==> src/hdl/t2a_pkg.sv <==
`default_nettype none
// ============================================================================
// t2a_pkg: shared types and constants of the tenths-to-ASCII formatter
// Holds the ASCII codes, the byte selector and the command/status structs
// that pass between the controller and the datapath.
// ============================================================================
package t2a_pkg;

    // Widths of the input value and of one output byte
    localparam int VALUE_W  = 16;
    localparam int CHAR_W   = 8;

    // Decimal digits kept: tenths plus up to four whole digits
    localparam int NUM_DIGITS = 5;
    localparam int DIG_IDX_W  = $clog2(NUM_DIGITS);
    localparam int DIGIT_W    = 4;

    // Reciprocal of ten scaled by 2^19, exact for every 16-bit magnitude
    localparam int RECIP_W     = 17;
    localparam int RECIP_SHIFT = 19;
    localparam logic [RECIP_W-1:0] RECIP_TEN = RECIP_W'(52429);
    localparam int QUOT_W      = VALUE_W - 3;

    // ASCII codes
    localparam logic [CHAR_W-1:0] ASCII_ZERO  = 8'h30;
    localparam logic [CHAR_W-1:0] ASCII_MINUS = 8'h2D;
    localparam logic [CHAR_W-1:0] ASCII_POINT = 8'h2E;
    localparam logic [CHAR_W-1:0] ASCII_C     = 8'h43;
    localparam logic [CHAR_W-1:0] ASCII_CR    = 8'h0D;
    localparam logic [CHAR_W-1:0] ASCII_LF    = 8'h0A;

    // Which byte the datapath loads into the output register
    typedef enum logic [2:0] {
        SEL_SIGN,
        SEL_DIGIT,
        SEL_POINT,
        SEL_C,
        SEL_CR,
        SEL_LF
    } t_byte_sel;

    // Controller to datapath
    typedef struct packed {
        logic                 load;
        logic                 step;
        logic                 emit;
        t_byte_sel            sel;
        logic [DIG_IDX_W-1:0] idx;
    } t_cmd;

    // Datapath to controller
    typedef struct packed {
        logic                 negative;
        logic                 out_free;
        logic [DIG_IDX_W-1:0] top_idx;
    } t_sts;

endpackage
`default_nettype wire

==> src/hdl/t2a_datapath.sv <==
`default_nettype none
// ============================================================================
// t2a_datapath: magnitude, digit registers and output byte register
// Splits the magnitude into decimal digits one divide-by-ten per step and
// builds each output byte on command from the controller.
// ============================================================================
module t2a_datapath (
    input  wire logic                          i_clk,
    input  wire logic                          i_rst_n,
    input  wire logic [t2a_pkg::VALUE_W-1:0]   i_tenths_value,
    input  wire t2a_pkg::t_cmd                 i_cmd,
    output t2a_pkg::t_sts                      o_sts,
    input  wire logic                          i_out_stall,
    output logic                               o_out_valid,
    output logic [t2a_pkg::CHAR_W-1:0]         o_character,
    output logic                               o_end_of_run
);
    import t2a_pkg::*;

    logic [VALUE_W-1:0]         r_rem;
    logic                       r_neg;
    logic [DIGIT_W-1:0]         r_dig [NUM_DIGITS];
    logic                       r_out_valid;
    logic [CHAR_W-1:0]          r_char;
    logic                       r_last;

    logic [VALUE_W-1:0]         n_mag;
    logic [VALUE_W+RECIP_W-1:0] w_prod;
    logic [QUOT_W-1:0]          w_quot;
    logic [VALUE_W-1:0]         w_times_ten;
    logic [VALUE_W-1:0]         w_diff;
    logic [DIGIT_W-1:0]         w_sel_dig;
    logic [CHAR_W-1:0]          n_char;
    logic [DIG_IDX_W-1:0]       w_top;

    // Magnitude of the signed input; the most negative value maps to 32768
    assign n_mag = i_tenths_value[VALUE_W-1] ? (~i_tenths_value + VALUE_W'(1))
                                             : i_tenths_value;

    // Divide by ten through the scaled reciprocal, remainder by shift-add
    assign w_prod      = r_rem * RECIP_TEN;
    assign w_quot      = w_prod[RECIP_SHIFT +: QUOT_W];
    assign w_times_ten = {w_quot, 3'b000} + {2'b00, w_quot, 1'b0};
    assign w_diff      = r_rem - w_times_ten;

    // Load the magnitude, then shift one digit in per step
    always_ff @(posedge i_clk) begin
        if (i_cmd.load) begin
            r_rem <= n_mag;
            r_neg <= i_tenths_value[VALUE_W-1];
        end else if (i_cmd.step) begin
            r_rem <= VALUE_W'(w_quot);
            for (int k = 0; k < NUM_DIGITS - 1; k++) begin
                r_dig[k] <= r_dig[k+1];
            end
            r_dig[NUM_DIGITS-1] <= w_diff[DIGIT_W-1:0];
        end
    end

    // Highest nonzero whole digit, at least the ones digit
    always_comb begin
        w_top = DIG_IDX_W'(1);
        for (int k = 2; k < NUM_DIGITS; k++) begin
            if (r_dig[k] != '0) begin
                w_top = DIG_IDX_W'(k);
            end
        end
    end

    // Pick the next byte
    assign w_sel_dig = (i_cmd.idx < DIG_IDX_W'(NUM_DIGITS)) ? r_dig[i_cmd.idx] : '0;

    always_comb begin
        case (i_cmd.sel)
            SEL_SIGN:  n_char = ASCII_MINUS;
            SEL_DIGIT: n_char = ASCII_ZERO + CHAR_W'(w_sel_dig);
            SEL_POINT: n_char = ASCII_POINT;
            SEL_C:     n_char = ASCII_C;
            SEL_CR:    n_char = ASCII_CR;
            SEL_LF:    n_char = ASCII_LF;
            default:   n_char = ASCII_LF;
        endcase
    end

    // Output register: hold while stalled, drop once taken
    always_ff @(posedge i_clk) begin
        if (!i_rst_n) begin
            r_out_valid <= 1'b0;
        end else if (i_cmd.emit) begin
            r_out_valid <= 1'b1;
        end else if (!i_out_stall) begin
            r_out_valid <= 1'b0;
        end
    end

    always_ff @(posedge i_clk) begin
        if (i_cmd.emit) begin
            r_char <= n_char;
            r_last <= (i_cmd.sel == SEL_LF);
        end
    end

    assign o_sts.negative = r_neg;
    assign o_sts.out_free = !r_out_valid || !i_out_stall;
    assign o_sts.top_idx  = w_top;

    assign o_out_valid  = r_out_valid;
    assign o_character  = r_char;
    assign o_end_of_run = r_last;

endmodule
`default_nettype wire

==> src/hdl/t2a_ctrl.sv <==
`default_nettype none
// ============================================================================
// t2a_ctrl: sequencing state machine of the formatter
// Accepts an item, runs the digit steps, then walks the text of the run
// byte by byte as the output register frees up.
// ============================================================================
module t2a_ctrl (
    input  wire logic          i_clk,
    input  wire logic          i_rst_n,
    input  wire logic          i_in_valid,
    output logic               o_in_stall,
    input  wire t2a_pkg::t_sts i_sts,
    output t2a_pkg::t_cmd      o_cmd
);
    import t2a_pkg::*;

    typedef enum logic [3:0] {
        S_IDLE,
        S_CONV,
        S_SIGN,
        S_WHOLE,
        S_POINT,
        S_TENTH,
        S_UNIT,
        S_CR,
        S_LF
    } t_state;

    t_state               r_state, n_state;
    logic [DIG_IDX_W-1:0] r_cnt, n_cnt;

    // Next state and commands
    always_comb begin
        n_state    = r_state;
        n_cnt      = r_cnt;
        o_cmd      = '0;
        o_cmd.sel  = SEL_DIGIT;
        o_cmd.idx  = r_cnt;
        o_in_stall = 1'b1;
        case (r_state)
            S_IDLE: begin
                o_in_stall = 1'b0;
                if (i_in_valid) begin
                    o_cmd.load = 1'b1;
                    n_cnt      = '0;
                    n_state    = S_CONV;
                end
            end
            S_CONV: begin
                o_cmd.step = 1'b1;
                n_cnt      = r_cnt + DIG_IDX_W'(1);
                if (r_cnt == DIG_IDX_W'(NUM_DIGITS - 1)) begin
                    n_state = S_SIGN;
                end
            end
            S_SIGN: begin
                o_cmd.sel = SEL_SIGN;
                if (!i_sts.negative) begin
                    n_cnt   = i_sts.top_idx;
                    n_state = S_WHOLE;
                end else if (i_sts.out_free) begin
                    o_cmd.emit = 1'b1;
                    n_cnt      = i_sts.top_idx;
                    n_state    = S_WHOLE;
                end
            end
            S_WHOLE: begin
                if (i_sts.out_free) begin
                    o_cmd.emit = 1'b1;
                    n_cnt      = r_cnt - DIG_IDX_W'(1);
                    if (r_cnt == DIG_IDX_W'(1)) begin
                        n_state = S_POINT;
                    end
                end
            end
            S_POINT: begin
                o_cmd.sel = SEL_POINT;
                if (i_sts.out_free) begin
                    o_cmd.emit = 1'b1;
                    n_state    = S_TENTH;
                end
            end
            S_TENTH: begin
                o_cmd.idx = '0;
                if (i_sts.out_free) begin
                    o_cmd.emit = 1'b1;
                    n_state    = S_UNIT;
                end
            end
            S_UNIT: begin
                o_cmd.sel = SEL_C;
                if (i_sts.out_free) begin
                    o_cmd.emit = 1'b1;
                    n_state    = S_CR;
                end
            end
            S_CR: begin
                o_cmd.sel = SEL_CR;
                if (i_sts.out_free) begin
                    o_cmd.emit = 1'b1;
                    n_state    = S_LF;
                end
            end
            S_LF: begin
                o_cmd.sel = SEL_LF;
                if (i_sts.out_free) begin
                    o_cmd.emit = 1'b1;
                    n_state    = S_IDLE;
                end
            end
            default: begin
                n_state = S_IDLE;
            end
        endcase
    end

    // Hold state and digit counter
    always_ff @(posedge i_clk) begin
        if (!i_rst_n) begin
            r_state <= S_IDLE;
            r_cnt   <= '0;
        end else begin
            r_state <= n_state;
            r_cnt   <= n_cnt;
        end
    end

endmodule
`default_nettype wire

==> src/hdl/tenths_to_ascii_formatter.sv <==
`default_nettype none
// Order: an accepted item first runs through the digit steps; the first byte then
//   registered is the minus sign for a negative value, otherwise the leading digit.
// Run: five divide-by-ten steps through one shared reciprocal multiplier form the
//   digits, then 6 to 10 bytes follow, one output byte per cycle while the output
//   does not stall; a new item is taken only once the line feed has been emitted.
// Reset: synchronous, active low; clears the state machine and the output valid.
// ============================================================================
// tenths_to_ascii_formatter: signed tenths value to ASCII text run
// Prints an optional minus sign, the whole part, a point, the tenths digit
// and "C\r\n", marking the line feed as the end of the run.
// ============================================================================
module tenths_to_ascii_formatter (
    input  wire logic                        i_clk,
    input  wire logic                        i_rst_n,
    input  wire logic                        i_in_valid,
    output logic                             o_in_stall,
    input  wire logic [t2a_pkg::VALUE_W-1:0] i_tenths_value,
    output logic                             o_out_valid,
    input  wire logic                        i_out_stall,
    output logic [t2a_pkg::CHAR_W-1:0]       o_character,
    output logic                             o_end_of_run
);
    import t2a_pkg::*;

    t_cmd w_cmd;
    t_sts w_sts;

    t2a_ctrl u_ctrl (
        .i_clk      (i_clk),
        .i_rst_n    (i_rst_n),
        .i_in_valid (i_in_valid),
        .o_in_stall (o_in_stall),
        .i_sts      (w_sts),
        .o_cmd      (w_cmd)
    );

    t2a_datapath u_datapath (
        .i_clk          (i_clk),
        .i_rst_n        (i_rst_n),
        .i_tenths_value (i_tenths_value),
        .i_cmd          (w_cmd),
        .o_sts          (w_sts),
        .i_out_stall    (i_out_stall),
        .o_out_valid    (o_out_valid),
        .o_character    (o_character),
        .o_end_of_run   (o_end_of_run)
    );

    // Busy after an accepted item
    a_busy_after_accept: assert property (@(posedge i_clk) disable iff (!i_rst_n)
        (i_in_valid && !o_in_stall) |=> o_in_stall)
        else $error("formatter accepted an item while a run was in progress");

    // Only the final byte of a run may still wait once the block is idle
    a_idle_only_last: assert property (@(posedge i_clk) disable iff (!i_rst_n)
        (!o_in_stall && o_out_valid) |-> o_end_of_run)
        else $error("idle with a byte other than the line feed pending");

    // The end mark rides on the line feed only
    a_last_is_lf: assert property (@(posedge i_clk) disable iff (!i_rst_n)
        o_out_valid |-> (o_end_of_run == (o_character == ASCII_LF)))
        else $error("end of run mark not aligned with the line feed");

    // Nothing is emitted during the digit steps
    a_no_emit_in_conv: assert property (@(posedge i_clk) disable iff (!i_rst_n)
        w_cmd.step |-> !w_cmd.emit)
        else $error("byte emitted while digits were still being formed");

endmodule
`default_nettype wire

==> config.mk <==
export PLATFORM = sky130hd
export DESIGN_NAME = tenths_to_ascii_formatter
export DESIGN_NICKNAME = d
export VERILOG_FILES = /design/src/hdl/t2a_pkg.sv /design/src/hdl/t2a_datapath.sv /design/src/hdl/t2a_ctrl.sv /design/src/hdl/tenths_to_ascii_formatter.sv
export SDC_FILE = /design/constraint.sdc
export NUM_CORES = 1
export LEC_CHECK = 0
export ABC_AREA = 1
export BUFFER_PORTS_ARGS = -buffer_cell sky130_fd_sc_hd__buf_4
export CAP_MARGIN = 25
export CORE_MARGIN = 2
export CORE_UTILIZATION = 30
export CTS_CLUSTER_DIAMETER = 60
export DETAILED_ROUTE_END_ITERATION = 8
export PLACE_DENSITY = 0.49
export SLEW_MARGIN = 20
export SYNTH_ARGS = -nofsm -noshare
export SYNTH_HDL_FRONTEND = slang
export SYNTH_SLANG_ARGS = --single-unit
==> constraint.sdc <==
create_clock -name i_clk -period 6.5 [get_ports i_clk]
set_input_delay 1.95 -clock i_clk [delete_from_list [all_inputs] [get_ports i_clk]]
set_output_delay 1.95 -clock i_clk [all_outputs]
set_load 0.03 [all_outputs]
# [Word level (Yosys, flattened, before mapping)]
# Memories as Yosys holds them, arrays and structs flattened.
# Cells that the tools add are included.
[classes] n_addsub=6 mul=1 div_mod_pow=0 magnitude_cmp=1 n_eq_ne=26 shift=0 n_mux=39 bitwise_logic=1 reduce_logical=13
[op_table] operator="$mux 16" n=3
[op_table] operator="$mux 4" n=12
[op_table] operator="$pmux 8 s5" n=1
[op_table] operator="$pmux 4 s9" n=1
[op_table] operator="$mul 16x16->32 const B" n=1
[op_table] operator="$mux 3" n=6
[op_table] operator="$ne 2x1->1 const B" n=9
[op_table] operator="$add 16x1->16 const B" n=1
[op_table] operator="$eq 4x3->1 const B" n=4
[op_table] operator="$not 16->16" n=1
[op_table] operator="$reduce_bool 4->1" n=4
[op_table] operator="$pmux 3 s5" n=1
[op_table] operator="$pmux 3 s4" n=1
[op_table] operator="$mux 1" n=11
[op_table] operator="$reduce_and 10->1" n=1
[op_table] operator="$eq 3x3->1 const B" n=3
[op_table] operator="$eq 4x2->1 const B" n=2
[op_table] operator="$add 6x4->7 const A" n=1
[op_table] operator="$eq 3x1->1 const B" n=2
[op_table] operator="$eq 3x2->1 const B" n=2
[op_table] operator="$reduce_or 6->1" n=1
[op_table] operator="$add 4x4->4" n=1
[op_table] operator="$eq 4x1->1 const B" n=1
[op_table] operator="$eq 4x4->1 const B" n=1
[op_table] operator="14 further kinds" n=16
[totals] regBits=34 latch_bits=0 mem_bits_rw=20 rom_bits=0 in_bits=20 out_inout_bits=11 wordCells=95 mem_count=1
[memory_table] name="u_datapath.r_dig" words=5 width=4 read_ports=5 rd_clocked_by_memory_dff=0 wr=5 line_no="t2a_datapath.sv:22" rtl="logic [DIGIT_W-1:0] r_dig [NUM_DIGITS];"

# [Logic depth before layout (Yosys ltp)]
# Gate-level depths: netlist (run 1).
# An unclocked memory read counts as a cell.
[logic_depth] ltp_word=8 ltp_mapped=29 mapped_depth_nobuf=29

# [Modules after synthesis]
# Synthesis (run 1) repeated with hierarchy kept, for this count alone.
[hier_totals] cells_unflattened=989 hier_area_um2=8096.5
[by_module_without_submodules] mod="t2a_datapath" n_inst=1 cells_per_inst=882 area_each_um2=7440.9 seq_area_each_um2=1371.3
[by_module_without_submodules] mod="t2a_ctrl" n_inst=1 cells_per_inst=107 area_each_um2=655.6 seq_area_each_um2=140.1

# [Worst setup path after synthesis (run 1)]
# OpenSTA, ideal clock, no wires.
[synth_path] path_type="register to register" startpoint="register u_datapath.r_rem[4]" endpoint="memory u_datapath.r_dig[4][3] (data pin)" setup_ps=249 arrival_time_ps=5246 required_ps=6251 setup_slack_ps=1005 stages_incl_launch_ff=27 synth_period_minus_slack_ps=5495 cell_sequence="edfxtp_1 ha_1 fa_1 inv_1 fa_1 fa_1 inv_1 fa_1 inv_1 fa_1 inv_1 ha_1 nand2_1 nor2_1 inv_1 nor2_1 nand2_1 nand2_1 nand2_1 and2_1 ha_1 xnor2_1 nand3_1 nand2_1 nand2_1 nand2_1 inv_1"
[synth_lines] item="start: declaration" line_no="t2a_datapath.sv:20" rtl="logic [VALUE_W-1:0] r_rem;"
[synth_lines] item="start signal: assignment" line_no="t2a_datapath.sv:49" rtl="r_rem <= n_mag;"
[synth_lines] item="start signal: assignment" line_no="t2a_datapath.sv:52" rtl="r_rem <= VALUE_W'(w_quot);"
[synth_lines] item="end: declaration" line_no="t2a_datapath.sv:22"

==> results.md, run 1 <==
GRT:
- The global routing stage identified its most utilized layer as met2.
- The global-route met3 utilization is 1.58%.
- The number of global-route vias before repair is 6491.
- The number of antenna violations at the first check in global routing was 0.
- The maximum number of pins on one net before global-route repair is 23.
- The aggregate global routing overflow is 0.
- The wire length of the first global-routing pass is 35200 microns.
- Across every metal layer, demand over resource in global routing totals 16.2%.
- The met2 track demand over resource is 25.9%.
- The met1 routing resource usage after global routing is 23.4%.

Synthesis:
- The share of cell area taken by muxes after synthesis is 0%.
- Among all cell types in the netlist, the one instantiated most often is sky130_fd_sc_hd__inv_1.
- In the synthesized netlist the dominant register cell turns out to be sky130_fd_sc_hd__edfxtp_1.
- During synthesis, Yosys emitted a total of 0 warnings.
- The synthesized netlist devotes 1.42% of its cell area to XOR and XNOR gates.
- The simple-gate area share of the yosys netlist is 17.3%.
- A synthesized cell averages 8.25 sq um.
- The number of cells produced by synthesis is 972.
- Summing the areas of all compound-gate instances in the mapped netlist gives 8.58% of the synthesized area.
- The number of distinct library cells after synthesis is 43.
- In this run the cell area of the synthesized design comes to 8020 sq um.
- The synthesized design contains 45 enable-type register cells.
- Sorting the synthesized cells by area gives the leading types as sky130_fd_sc_hd__ha_1 (22%), sky130_fd_sc_hd__fa_1 (20%), sky130_fd_sc_hd__edfxtp_1 (17%), sky130_fd_sc_hd__inv_1 (11%), sky130_fd_sc_hd__nand2_1 (6.9%).
- The arithmetic-cell share of the synthesized area counting full adders, half adders and majority gates is 41.5%.
- The synthesized net count is 1210.
- The share of the Yosys chip area taken by registers is 18.8%.
- The share of flip-flops with an asynchronous set or reset is 0%.
- The fraction of synthesized cell area taken by the top area cell type is 21.5%.
- By area, the combinational part of the netlist is dominated by adder cells.
- The number of flip-flops and latches in the synthesized netlist is 53.
- Of all cell types, the one taking the most synthesized area is sky130_fd_sc_hd__ha_1.
- The commonest cells after synthesis are sky130_fd_sc_hd__inv_1 (243), sky130_fd_sc_hd__nand2_1 (148), sky130_fd_sc_hd__ha_1 (138), sky130_fd_sc_hd__fa_1 (80), sky130_fd_sc_hd__nor2_1 (64).

Worst setup path:
- The signal arrival time at the worst endpoint is 6.07 ns.
- Counting stages on the worst path, the most repeated cell is sky130_fd_sc_hd__inv_1.
- At the worst endpoint, the required time is 6.59 ns.
- The critical path endpoint category is a flop.
- The critical path contains buffers and inverters numbering 6 combined.
- The worst setup path category is flop to flop.
- The signal on the critical path passes through ha_1, fa_1, inv_1, fa_1, fa_1, inv_1, fa_1, inv_1, fa_1, inv_1, ha_1, a21oi_1, o21a_1, nand2_1, inv_1, nand3b_1, and2_1, ha_1, xnor2_1, nand3_1, nand2_1, nand2_1, nand2_1, inv_1.
- The slowest cell on the critical path is sky130_fd_sc_hd__fa_1.
- Of all nets on the critical path, the largest fanout is 6.
- For this run, the slowest stage of the critical path takes 0.57 ns.
- The startpoint type of the worst setup path is a flop.
- The kind of cell adding the most delay to the critical path is adder cells.

Clocking:
- The number of hold buffers added after CTS was 0.
- The tree is rooted in a sky130_fd_sc_hd__clkbuf_16.
- The clock tree from TritonCTS is built.
- The clock sink count is 53.
- TritonCTS created 5 clock buffers.
- After clock tree synthesis, the clock-pin slew on the worst setup and hold paths is 0.08 ns.
- The maximum level of the CTS H-tree is 2.
- The maximum buffer depth of the clock tree is 2.
- Once the clock tree was built, the setup fixing pass inserted 0 buffers.
- The insertion delay to the later sink of the worst-skew pair is 0.32 ns.
- The post-cts resize count is 0.

Timing:
- Hold timing on the final database bottoms out at a slack of 0.438 ns.
- The total negative setup slack is 0 ns.
- Setup repair after global routing left no endpoint under its margin.
- The total count of max-transition violations in the final report came to 0.
- The worst clock skew is 0.0113 ns.
- The count of endpoints failing hold in the final timing report is 0.
- For the pin with the worst max-slew slack, the measured transition is 0.883 ns.
- The minimum clock period after layout is 5.98 ns.
- The final critical path takes up 92.0% of the cycle.
- The number of endpoints failing setup at the final stage is 0.
- The maximum operating frequency is 167 MHz.
- The headroom to the max-slew limit is 41.0%.

Routing:
- For this block, the initial DRC count from the detailed router was 322.
- The detailed-router iteration count before antenna repair is 5.
- In this run the remaining antenna-violating nets after routing total 0.
- In the routed design, unresolved DRC markers number 0.
- After detailed routing, the number of vias per cell comes to 4.59.
- After detailed routing, the total wire length is 21100 microns.
- The routed layout has 6154 vias.
- In the final routed layout, each cell accounts on average for 15.7 microns.

Run:
- The count of max-cap constraint violations is 0.

Run status:
- The run finished with clean final reports.

Final layout:
- Of the cells placed in the final design, the portion with a size suffix greater than 1 is 7.95%.
- The count of nets after finishing is 1243.
- The repair_antennas step left the layout with diodes totalling 0.
- Compared with the post-synthesis result, the final layout area differs by 9.92%.
- The number of cells in the finished layout apart from fillers is 1341.
- Counting the fill cells in the layout gives 2795.

Die:
- The initial core utilization is 30.7%.
- The I/O pin count is 31.
- The die outline area is 28100 sq um.
- After floorplanning, the core was sized to cover 26100 sq um.
- The x dimension of the die is 168 microns.
- The die height is 168 microns.
- After floorplanning, the core was divided into 59 placement rows.

Min path:
- The worst hold path class is flop to flop.

Place:
- The number of input and output port buffers inserted is 29.
- After legalization and detailed placement, the total HPWL measured 18700 microns.
- The number of placed instances, taps included is 1333.
- At the end of routability-driven placement, the weighted congestion stood at 0.888.
[cell usage in the layout (no fill, tap or decap), types with 3 or more instances in the layout]
master	n
sky130_fd_sc_hd__a211oi_1	3
sky130_fd_sc_hd__a211oi_2	3
sky130_fd_sc_hd__a21o_1	5
sky130_fd_sc_hd__a21oi_1	42
sky130_fd_sc_hd__buf_4	31
sky130_fd_sc_hd__clkbuf_16	5
sky130_fd_sc_hd__dfxtp_1	8
sky130_fd_sc_hd__edfxtp_1	45
sky130_fd_sc_hd__fa_1	80
sky130_fd_sc_hd__ha_1	138
sky130_fd_sc_hd__inv_1	243
sky130_fd_sc_hd__inv_2	11
sky130_fd_sc_hd__nand2_1	148
sky130_fd_sc_hd__nand2_2	5
sky130_fd_sc_hd__nand3_1	47
sky130_fd_sc_hd__nand3_2	5
sky130_fd_sc_hd__nand3b_1	4
sky130_fd_sc_hd__nand4_1	11
sky130_fd_sc_hd__nor2_1	64
sky130_fd_sc_hd__nor2_2	7
sky130_fd_sc_hd__nor3_1	8
sky130_fd_sc_hd__o211ai_1	8
sky130_fd_sc_hd__o21ai_0	36
sky130_fd_sc_hd__o21ai_1	10
sky130_fd_sc_hd__o21bai_1	3
sky130_fd_sc_hd__xnor2_1	6
sky130_fd_sc_hd__xor2_1	7
[state kept, by name (all words and copies together), names as in the netlist]
signal,cells
u_ctrl.r_cnt,3
u_ctrl.r_state,4
u_datapath.o_character,7
u_datapath.o_end_of_run,1
u_datapath.o_out_valid,1
u_datapath.r_dig,20
u_datapath.r_neg,1
u_datapath.r_rem,16
[metal layers]
layer / vias up / part of all wire, %
met5: - / 0
met4: 0 / 1.7
met3: 16 / 2.7
met2: 99 / 45
met1: 2894 / 51
li1: 3145 / -
[cell families (layout without fill, tap and decap cells)]
logic type,after synthesis,after routing
AO/OA/AOI/OAI,119,119
buffers and inverters,260,294
AND/OR/NAND/NOR,308,308
adder cells (fa/ha/maj),218,218
other,1,1
flip-flops,53,53
XOR/XNOR,13,13
[final cells by class]
class | instances | area, sq um | area share (%)
Inverter | 255 | 960 | 10.9
Clock inverter | 3 | 43.8 | 0.497
Timing Repair Buffer | 31 | 233 | 2.64
Tap cell | 335 | 419 | 4.75
Clock buffer | 5 | 125 | 1.42
Sequential cell | 53 | 1510 | 17.1
Multi-Input combinational cell | 659 | 5530 | 62.7
[final timing paths]
kind | from | endpoint | slack (ns) | cells past startpoint
worst max register to register | u_datapath.r_rem[5] | u_datapath.r_dig[4][3] | 0.52 | 24
worst min register to register | u_datapath.r_dig[3][0] | u_datapath.r_dig[2][0] | 0.44 | 0
worst min-delay path | u_datapath.r_dig[3][0] | u_datapath.r_dig[2][0] | 0.44 | 0
worst max-delay path | u_datapath.r_rem[5] | u_datapath.r_dig[4][3] | 0.52 | 24
[through the flow]
step | area (sq um) | utilization, % | worst slack (ns)
6_report | 8820 | 33.7 | 0.517
3_5_place_dp | 8650 | 33.1 | 0.584
4_1_cts | 8820 | 33.7 | 0.531
2_1_floorplan | 8020 | - | 1.00
3_3_place_gp | 8650 | 33.1 | 0.677
5_1_grt | 8820 | 33.7 | 0.136
Power of run 1 is not shown: default switching activity piles up to over one toggle a cycle in this logic, so the estimate is an artifact.
==> inputs of run 2 (changes only) <==
--- a/config.mk
+++ b/config.mk
@@ -14,4 +14,4 @@
 export DETAILED_ROUTE_END_ITERATION = 8
-export PLACE_DENSITY = 0.49
-export SLEW_MARGIN = 20
+export PLACE_DENSITY = 0.53
+export SLEW_MARGIN = 10
 export SYNTH_ARGS = -nofsm -noshare
==> constraint.sdc (replaced) <==
create_clock -name i_clk -period 6.5 [get_ports i_clk]
set_input_delay 1.3 -clock i_clk [delete_from_list [all_inputs] [get_ports i_clk]]
set_output_delay 1.3 -clock i_clk [all_outputs]
set_load 0.03 [all_outputs]
==> run 2 against run 1 <==
Net effect: maximum frequency is 0.46% higher; final area is 0.26% lower; first-iteration DRC count is 2.8% higher; largest cell class unchanged; critical path depth stayed put; register-to-register slack better by 0.03 ns; flip-flop and latch count stayed put; clock skew is 0.0077 ns lower; sequential share of layout area hardly changed; non-clock buffer count is 1 lower; highest routed layer unchanged.
==> results.md, run 2 (synthesis results as in run 1) <==
Final layout:
- The count of nets after finishing is 1242 (was 1243).
- The flip-flop count of the largest register, all copies and words added is 20 (unchanged).
- The ratio of cells with drive above 1 in the final layout is 7.86% (was 7.95%).
- The register name with the most flops was u_datapath.r_dig (unchanged).
- Commonest non-fill, non-tap cells in the layout: sky130_fd_sc_hd__inv_1 (243), sky130_fd_sc_hd__nand2_1 (148), sky130_fd_sc_hd__ha_1 (138), sky130_fd_sc_hd__fa_1 (80), sky130_fd_sc_hd__nor2_1 (64) (unchanged).
- The end-of-flow core utilization was 33.7% (about the same).
- The layout overhead on the synthesized area is 9.64% (was 9.92%).
- The number of cells in the finished layout apart from fillers was 1341 (unchanged).
- The commonest non-fill, non-tap cell in the layout is sky130_fd_sc_hd__inv_1 (unchanged).
- The final-layout fill cell count was 2796 (was 2795).

Clocking:
- The clock sink count was 53 (unchanged).
- The setup fix buffers added after clock tree synthesis came to 0 (unchanged).
- The post-cts resize count is 0 (unchanged).
- The maximum level of the CTS H-tree was 2 (unchanged).
- The count of hold buffers inserted by post-cts repair came to 0 (unchanged).
- The maximum buffer depth of the clock tree came to 2 (unchanged).
- The clock tree from TritonCTS is built (unchanged).
- The insertion delay to the later sink of the worst-skew pair was 0.30 ns (was 0.32 ns).
- The cell chosen for the clock root is sky130_fd_sc_hd__clkbuf_16 (unchanged).
- The clock edge transition at the registers on the reported setup and hold paths is 0.08 ns (about the same).
- The CTS buffer count is 5 (unchanged).

Timing:
- The count of endpoints failing hold in the final timing report is 0 (unchanged).
- The total count of max-transition violations in the final report was 0 (unchanged).
- The number of endpoints failing setup at the final stage is 0 (unchanged).
- The part of the cycle the worst path needs was 91.6% (was 92.0%).
- The worst clock skew was 0.00360 ns (was 0.0113 ns).
- The headroom to the max-slew limit came to 45.3% (was 41.0%).
- The worst hold-check slack is 0.447 ns (was 0.438 ns).
- The transition time of the tightest slew-check pin is 0.819 ns (was 0.883 ns).
- The maximum operating frequency is 168 MHz (was 167 MHz).
- The total negative setup slack came to 0 ns (unchanged).
- Setup repair after global routing missed its margin: false (unchanged).
- The minimum clock period after layout is 5.96 ns (was 5.98 ns).

Worst setup path:
- The kind of cell adding the most delay to the critical path is adder cells (unchanged).
- The most frequent cell on the critical path was sky130_fd_sc_hd__inv_1 (unchanged).
- CP cell instances: ha_1, fa_1, inv_1, fa_1, fa_1, inv_1, fa_1, inv_1, fa_1, inv_1, ha_1, a21oi_1, o21a_1, nand2_1, inv_1, nand3b_1, and2_1, ha_1, xnor2_1, inv_1, nand3_1, nand3_1, nand2_1, inv_1 (was ha_1, fa_1, inv_1, fa_1, fa_1, inv_1, fa_1, inv_1, fa_1, inv_1, ha_1, a21oi_1, o21a_1, nand2_1, inv_1, nand3b_1, and2_1, ha_1, xnor2_1, nand3_1, nand2_1, nand2_1, nand2_1, inv_1).
- The peak per-stage delay on the critical path came to 0.56 ns (was 0.57 ns).
- The maximum fanout along the worst path came to 6 (unchanged).
- The startpoint type of the worst setup path is a flop (unchanged).
- The critical path endpoint category is a flop (unchanged).
- The worst setup path category is flop to flop (unchanged).
- The required time of the critical path was 6.57 ns (was 6.59 ns).
- The slowest cell on the critical path is sky130_fd_sc_hd__fa_1 (unchanged).
- The critical path buffer and inverter count was 7 (was 6).
- The setup slack on the worst flop-to-flop path is 0.54 ns (was 0.52 ns).
- The signal arrival time at the worst endpoint is 6.02 ns (was 6.07 ns).

Die:
- The x dimension of the die is 168 microns (unchanged).
- The I/O pin count is 31 (unchanged).
- The die outline area came to 28100 sq um (unchanged).
- The row count is 59 (unchanged).
- The placeable core area was 26100 sq um (unchanged).
- The die height is 168 microns (unchanged).
- The initial core utilization was 30.7% (unchanged).

Routing:
- The average vias per placed instance is 4.58 (was 4.59).
- The total detailed-routing wirelength was 20300 microns (was 21100 microns).
- The DRC violation total after the first TritonRoute iteration was 331 (was 322).
- The detailed-router iteration count before antenna repair is 5 (unchanged).
- The number of remaining DRC errors is 0 (unchanged).
- The remaining antenna violation count is 0 (unchanged).
- The via count of the routed design is 6147 (was 6154).
- The post-detailed-route wirelength per cell is 15.1 microns (was 15.7 microns).

GRT:
- The number of global-route vias before repair is 6375 (was 6491).
- The number of antenna violations at the first check in global routing was 1 (was 0).
- The total global routing track utilization came to 15.3% (was 16.2%).
- The maximum number of pins on one net before global-route repair is 23 (unchanged).
- The wire length of the first global-routing pass is 33800 microns (was 35200 microns).
- The aggregate global routing overflow is 0 (unchanged).

Place:
- The half-perimeter wire length after detailed placement came to 18000 microns (was 18700 microns).
- The weighted congestion reported at the end of routability-driven placement is 0.880 (was 0.888).
- The number of placed instances, taps included came to 1332 (was 1333).
- The number of input and output port buffers inserted came to 29 (unchanged).

Min path:
- The worst hold path class is flop to flop (unchanged).

Run status:
- Status: finished, final reports clean (unchanged).

Run:
- The count of max-cap constraint violations is 0 (unchanged).
==> run 2: final timing paths <==
check / to / cells past startpoint / startpoint
max reg2reg: u_datapath.r_dig[4][3] / 24 / u_datapath.r_rem[4]
min reg2reg: u_datapath.r_dig[0][1] / 0 / u_datapath.r_dig[1][1]
min: u_datapath.r_dig[0][1] / 0 / u_datapath.r_dig[1][1]
max: u_datapath.r_dig[4][3] / 24 / u_datapath.r_rem[4]
==> run 2: metal layers <==
metal / vias to the layer above / global-route usage, % / share of wire (%)
li1: 3146 / - / -
met1: 2885 / 21.8 / 50
met2: 93 / 25.0 / 46
met3: 23 / 1.32 / 2.4
met4: 0 / 4.31 / 2.2
met5: - / 0 / 0
==> run 2: layout make-up <==
class | count | area (sq um) | area share, %
antenna | 1 | 2.50 | 0.0285
clock buffer | 5 | 125 | 1.42
clock inverter | 3 | 26.3 | 0.299
inverter | 255 | 960 | 10.9
multi-input combinational | 659 | 5530 | 62.8
sequential | 53 | 1510 | 17.2
tap | 335 | 419 | 4.77
timing repair buffer | 30 | 225 | 2.56
==> run 2: metrics by stage <==
stage / instance area [sq um] / worst slack [ns]
after global routing: 8790 / 0.144
after detailed placement: 8640 / 0.619
after CTS: 8790 / 0.565
after global placement: 8640 / 0.697
final: 8790 / 0.545
after floorplan: 8020 / 1.00
Power of run 2 is left out for the same reason.
